[src/rtl/gfpq_pkg.sv]
// shared types, codes and defaults for the geodesic front priority queue
`default_nettype none
package gfpq_pkg;

  // default sizes
  localparam int VERTEX_COUNT_DEF = 1024;
  localparam int QUEUE_DEPTH_DEF  = 256;

  // field widths
  localparam int OP_W     = 3;
  localparam int EDGE_W   = 16;
  localparam int VIDX_W   = 10;
  localparam int FACE_W   = 16;
  localparam int DIST_W   = 32;
  localparam int STAT_W   = 3;
  localparam int QCNT_W   = 9;
  localparam int IN_W     = 88;
  localparam int OUT_W    = 144;

  // opcodes
  localparam logic [OP_W-1:0] OP_ADD_VERTEX = 3'd0;
  localparam logic [OP_W-1:0] OP_ADD_EDGE   = 3'd1;
  localparam logic [OP_W-1:0] OP_REMOVE     = 3'd2;
  localparam logic [OP_W-1:0] OP_POP        = 3'd3;
  localparam logic [OP_W-1:0] OP_HAS        = 3'd4;
  localparam logic [OP_W-1:0] OP_MAX_DIST   = 3'd5;

  // status codes
  localparam logic [STAT_W-1:0] STAT_OK        = 3'd0;
  localparam logic [STAT_W-1:0] STAT_NOT_FOUND = 3'd1;
  localparam logic [STAT_W-1:0] STAT_EMPTY     = 3'd2;
  localparam logic [STAT_W-1:0] STAT_FULL      = 3'd3;
  localparam logic [STAT_W-1:0] STAT_UNKNOWN   = 3'd4;

  // one queued front edge
  typedef struct packed {
    logic [EDGE_W-1:0] edge_id;
    logic [FACE_W-1:0] face_id;
    logic [VIDX_W-1:0] vertex_a;
    logic [VIDX_W-1:0] vertex_b;
  } qent_t;

  // one vertex table word
  typedef struct packed {
    logic              valid;
    logic [DIST_W-1:0] vdist;
  } vent_t;

  typedef enum logic [3:0] {
    S_CLEAR,
    S_IDLE,
    S_READ,
    S_EVAL,
    S_SCAN,
    S_DECIDE,
    S_BUILD,
    S_MAX,
    S_DONE
  } state_t;

endpackage
`default_nettype wire

[src/rtl/gfpq_cell.sv]
// one queue cell: holds an entry and takes its neighbor's entry on shift
`default_nettype none
module gfpq_cell (
  input  wire logic           clk,
  input  wire logic           shift,
  input  wire gfpq_pkg::qent_t d,
  output gfpq_pkg::qent_t     q
);
  import gfpq_pkg::*;

  qent_t ent_r;

  // payload register, no reset needed
  always_ff @(posedge clk) begin
    if (shift) begin
      ent_r <= d;
    end
  end

  assign q = ent_r;

endmodule
`default_nettype wire

[config.mk]
export PLATFORM = sky130hd
export DESIGN_NAME = gfpq_cell
export DESIGN_NICKNAME = d
export VERILOG_FILES = /design/src/rtl/gfpq_pkg.sv /design/src/rtl/gfpq_cell.sv
export SDC_FILE = /design/constraint.sdc
export NUM_CORES = 1
export LEC_CHECK = 0
export ABC_AREA = 1
export ABC_CLOCK_PERIOD_IN_PS = 800
export BUFFER_PORTS_ARGS = -buffer_cell sky130_fd_sc_hd__buf_2
export CAP_MARGIN = 15
export CORE_UTILIZATION = 40
export CTS_CLUSTER_DIAMETER = 60
export CTS_CLUSTER_SIZE = 28
export DETAILED_ROUTE_END_ITERATION = 12
export PLACE_DENSITY = 0.89
export RECOVER_POWER = 50
export SKIP_LAST_GASP = 1
export SYNTH_ARGS = -nofsm -noshare
export SYNTH_HDL_FRONTEND = slang
export SYNTH_SLANG_ARGS = --single-unit
[constraint.sdc]
create_clock -name clk -period 0.8 [get_ports clk]
set_clock_uncertainty 0.05 [all_clocks]
set_input_delay 0.24 -clock clk [delete_from_list [all_inputs] [get_ports clk]]
set_output_delay 0.24 -clock clk [all_outputs]
set_load 0.03 [all_outputs]
==> metrics.log <==
INFO  metric route.final.wire_length = 3120 um
INFO  metric multiInputGateArea = 0 um^2
INFO  metric finalMaxSlewViolations = 0
INFO  metric ioPinCount = 106
INFO  metric crit_end_element = primary output
INFO  metric cp_max_fo = 1
INFO  metric pwr-share-comb = between 10% and 20%
INFO  metric worstPathCellList = buf_6
INFO  metric power = 5.76 mW
INFO  metric post_layout_nonfiller_instances = approximately 220
INFO  metric path_type_of_the_worst_setup_path = reg -> out
INFO  metric drt-pass1-iter-count = 4
INFO  metric power.density = 2220 nW/um^2
INFO  metric max_stage_delay = 0.42 ns
INFO  metric floorplan.die.width = 64.5 um
INFO  metric final_area = around 2600 um^2
INFO  metric synth_compound_gate_area_share = 0%
INFO  metric clkSinkCount = 52
INFO  metric post_synth_xor_area_fraction = 0%
INFO  metric overflow = 0
INFO  metric ir_drop = ~1.6 mV
INFO  metric coreArea = 3720 um^2
INFO  metric timing.fmax = between 0.8 and 0.9 GHz
INFO  metric synth-adder-area-share = 0%
INFO  metric detailroute.via_count = 961
INFO  metric grt_pass1_vias = 934
INFO  metric input_output_buffers = 105
INFO  metric final_layout_size_suffix_gt1_share = 68.3%
INFO  metric nFillCells = 250
INFO  metric share_clk_of_total_power = 23.3%
INFO  metric finalSetupViolCount = 52
INFO  metric post_synth_and_or_nand_nor_area_fraction = 0%
INFO  metric clock_tree.buffer_depth = 2
INFO  metric slew_at_the_pin_with_the_worst_max_slew_slack = ~0.14 ns
INFO  metric synth-warning-count = 0
INFO  metric ant_nets = 0
INFO  metric post_drt_wl_per_cell = 14.5 um
INFO  metric place_congestion = 0.621
INFO  metric tritoncts.num_buffers = 5
INFO  metric pwr-share-seq = 58.0%
INFO  metric multi_input_logic_cell_count = 0
INFO  metric synth-seq-area-share = 100%
INFO  metric post-route-worst-setup-slack = -0.365 ns
INFO  metric worst_setup_path_start_kind = flip-flop
INFO  metric arrival_worst_endpoint = about 0.9 ns
INFO  metric worst-path-buf-inv = 1
INFO  metric cellInternalPower = about 4.3 mW
INFO  metric place_inst = 207
INFO  metric grt_start_max_net_pins = 28
INFO  metric rsz0062_at_grt = yes
INFO  metric start_util = 42.0%
INFO  metric antenna_cells_inserted = 0
INFO  metric finish.net_count = between 200 and 250
INFO  metric ys_ff_latch = 52
INFO  metric worst_setup_hold_path_clk_slew = approximately 0.080 ns
INFO  metric cp_max_delay_cell = edfxtp_1
INFO  metric cts_root_buffer = clkbuf_8
INFO  metric switching_power = 1.44 mW
INFO  metric hold_viol = 0
INFO  metric final_period_minus_worst_setup_slack = 1.17 ns
INFO  metric tns = -16.92 ns
INFO  metric synthDistinctLibCells = 1
INFO  metric max_ffs_per_register = 52
INFO  metric critical_path_required = 0.51 ns
INFO  metric area_added_between_synthesis_and_finish = 66.2%
INFO  metric timing.max_cap.violations = 0
INFO  metric hold_buffers = 0
INFO  metric cts_tree = yes
INFO  metric std_cell_rows = 22
INFO  metric post_layout_util = 69.8%
INFO  metric mappedNetlistArea = 1560 um^2
INFO  metric synth_nets = 106
INFO  metric die_h = 64.5 um
INFO  metric pre_cts_ws = -0.148 ns
INFO  metric grt.total_usage = 15.9%
INFO  metric first_iter_violations = 88
INFO  metric commonest_non_fill_non_tap_cell_in_the_layout = buf_2
INFO  metric leakage = ~1.1 nW
INFO  metric first_pass_grt_wire_length = 4520 um
INFO  metric maxSlewHeadroom = 90.4%
INFO  metric switching_share = around 25%
INFO  metric failed_checks = setup timing
INFO  metric layout_common_cells = buf_2, buf_6, edfxtp_1
INFO  metric synthesis.instances = 52
INFO  metric die_area = 4160 um^2
INFO  metric postSynthAreaPerCell = about 30 um^2
INFO  metric dpl-instance-area = 2190 um^2
INFO  metric drc = 0
INFO  metric critPathTopFamily = flip-flops
INFO  metric ctsHtreeMaxLevel = 2
INFO  metric grt_antenna_before_repair = 0
INFO  metric muxShareOfSynthArea = 0%
INFO  metric result_of_the_run = complete, but fails checks
INFO  metric finalCritPeriodShare = 146%
INFO  metric hold_slack = ~0.066 ns
INFO  metric hold_path_class = in -> reg
INFO  metric route.detailed.vias_per_inst = roughly 4.5
cell usage after synthesis, drive strengths merged:
cell | n | area (um^2)
edfxtp | 52 | 1560
power groups by stage:
stage	clock [mW]	sequential (mW)	combinational, mW
after floorplan	0	3.80	0
after global placement	0	3.33	0.819
after detailed placement	0	3.35	0.835
after CTS	1.40	3.34	1.07
after global routing	1.51	3.36	1.11
final	1.34	3.34	1.07
final cells by class:
type	instances	area (um^2)	area share [%]
Sequential cell	52	1560	60.2
Tap cell	48	60.1	2.31
Clock buffer	5	68.8	2.65
Timing Repair Buffer	107	891	34.3
Clock inverter	3	13.8	0.530
final timing paths:
path | from | end | slack (ns) | cells after the start
hold / removal | d[21] | q[21] | 0.07 | 1
setup / recovery | q[49] | q[49] | -0.37 | 1
cells by family after synthesis:
kind of cell,Yosys count
flip-flops,52
layer usage:
metal  track usage [%]  up-vias  routed length, um
met3              5.28        6                185
met4              5.83        0                 41
met5                 0        -                  0
met2              31.3       56               1910
li1                  -      436                  -
met1              14.7      463                985
repair_timing:
action                                  4_1_cts  5_1_grt
gates resized for setup                     104        0
setup buffers                                 0        0
endpoints found under the hold margin         0        0
endpoints found under the setup margin       52       52
Note: power is estimated with default switching activity, not from simulation.
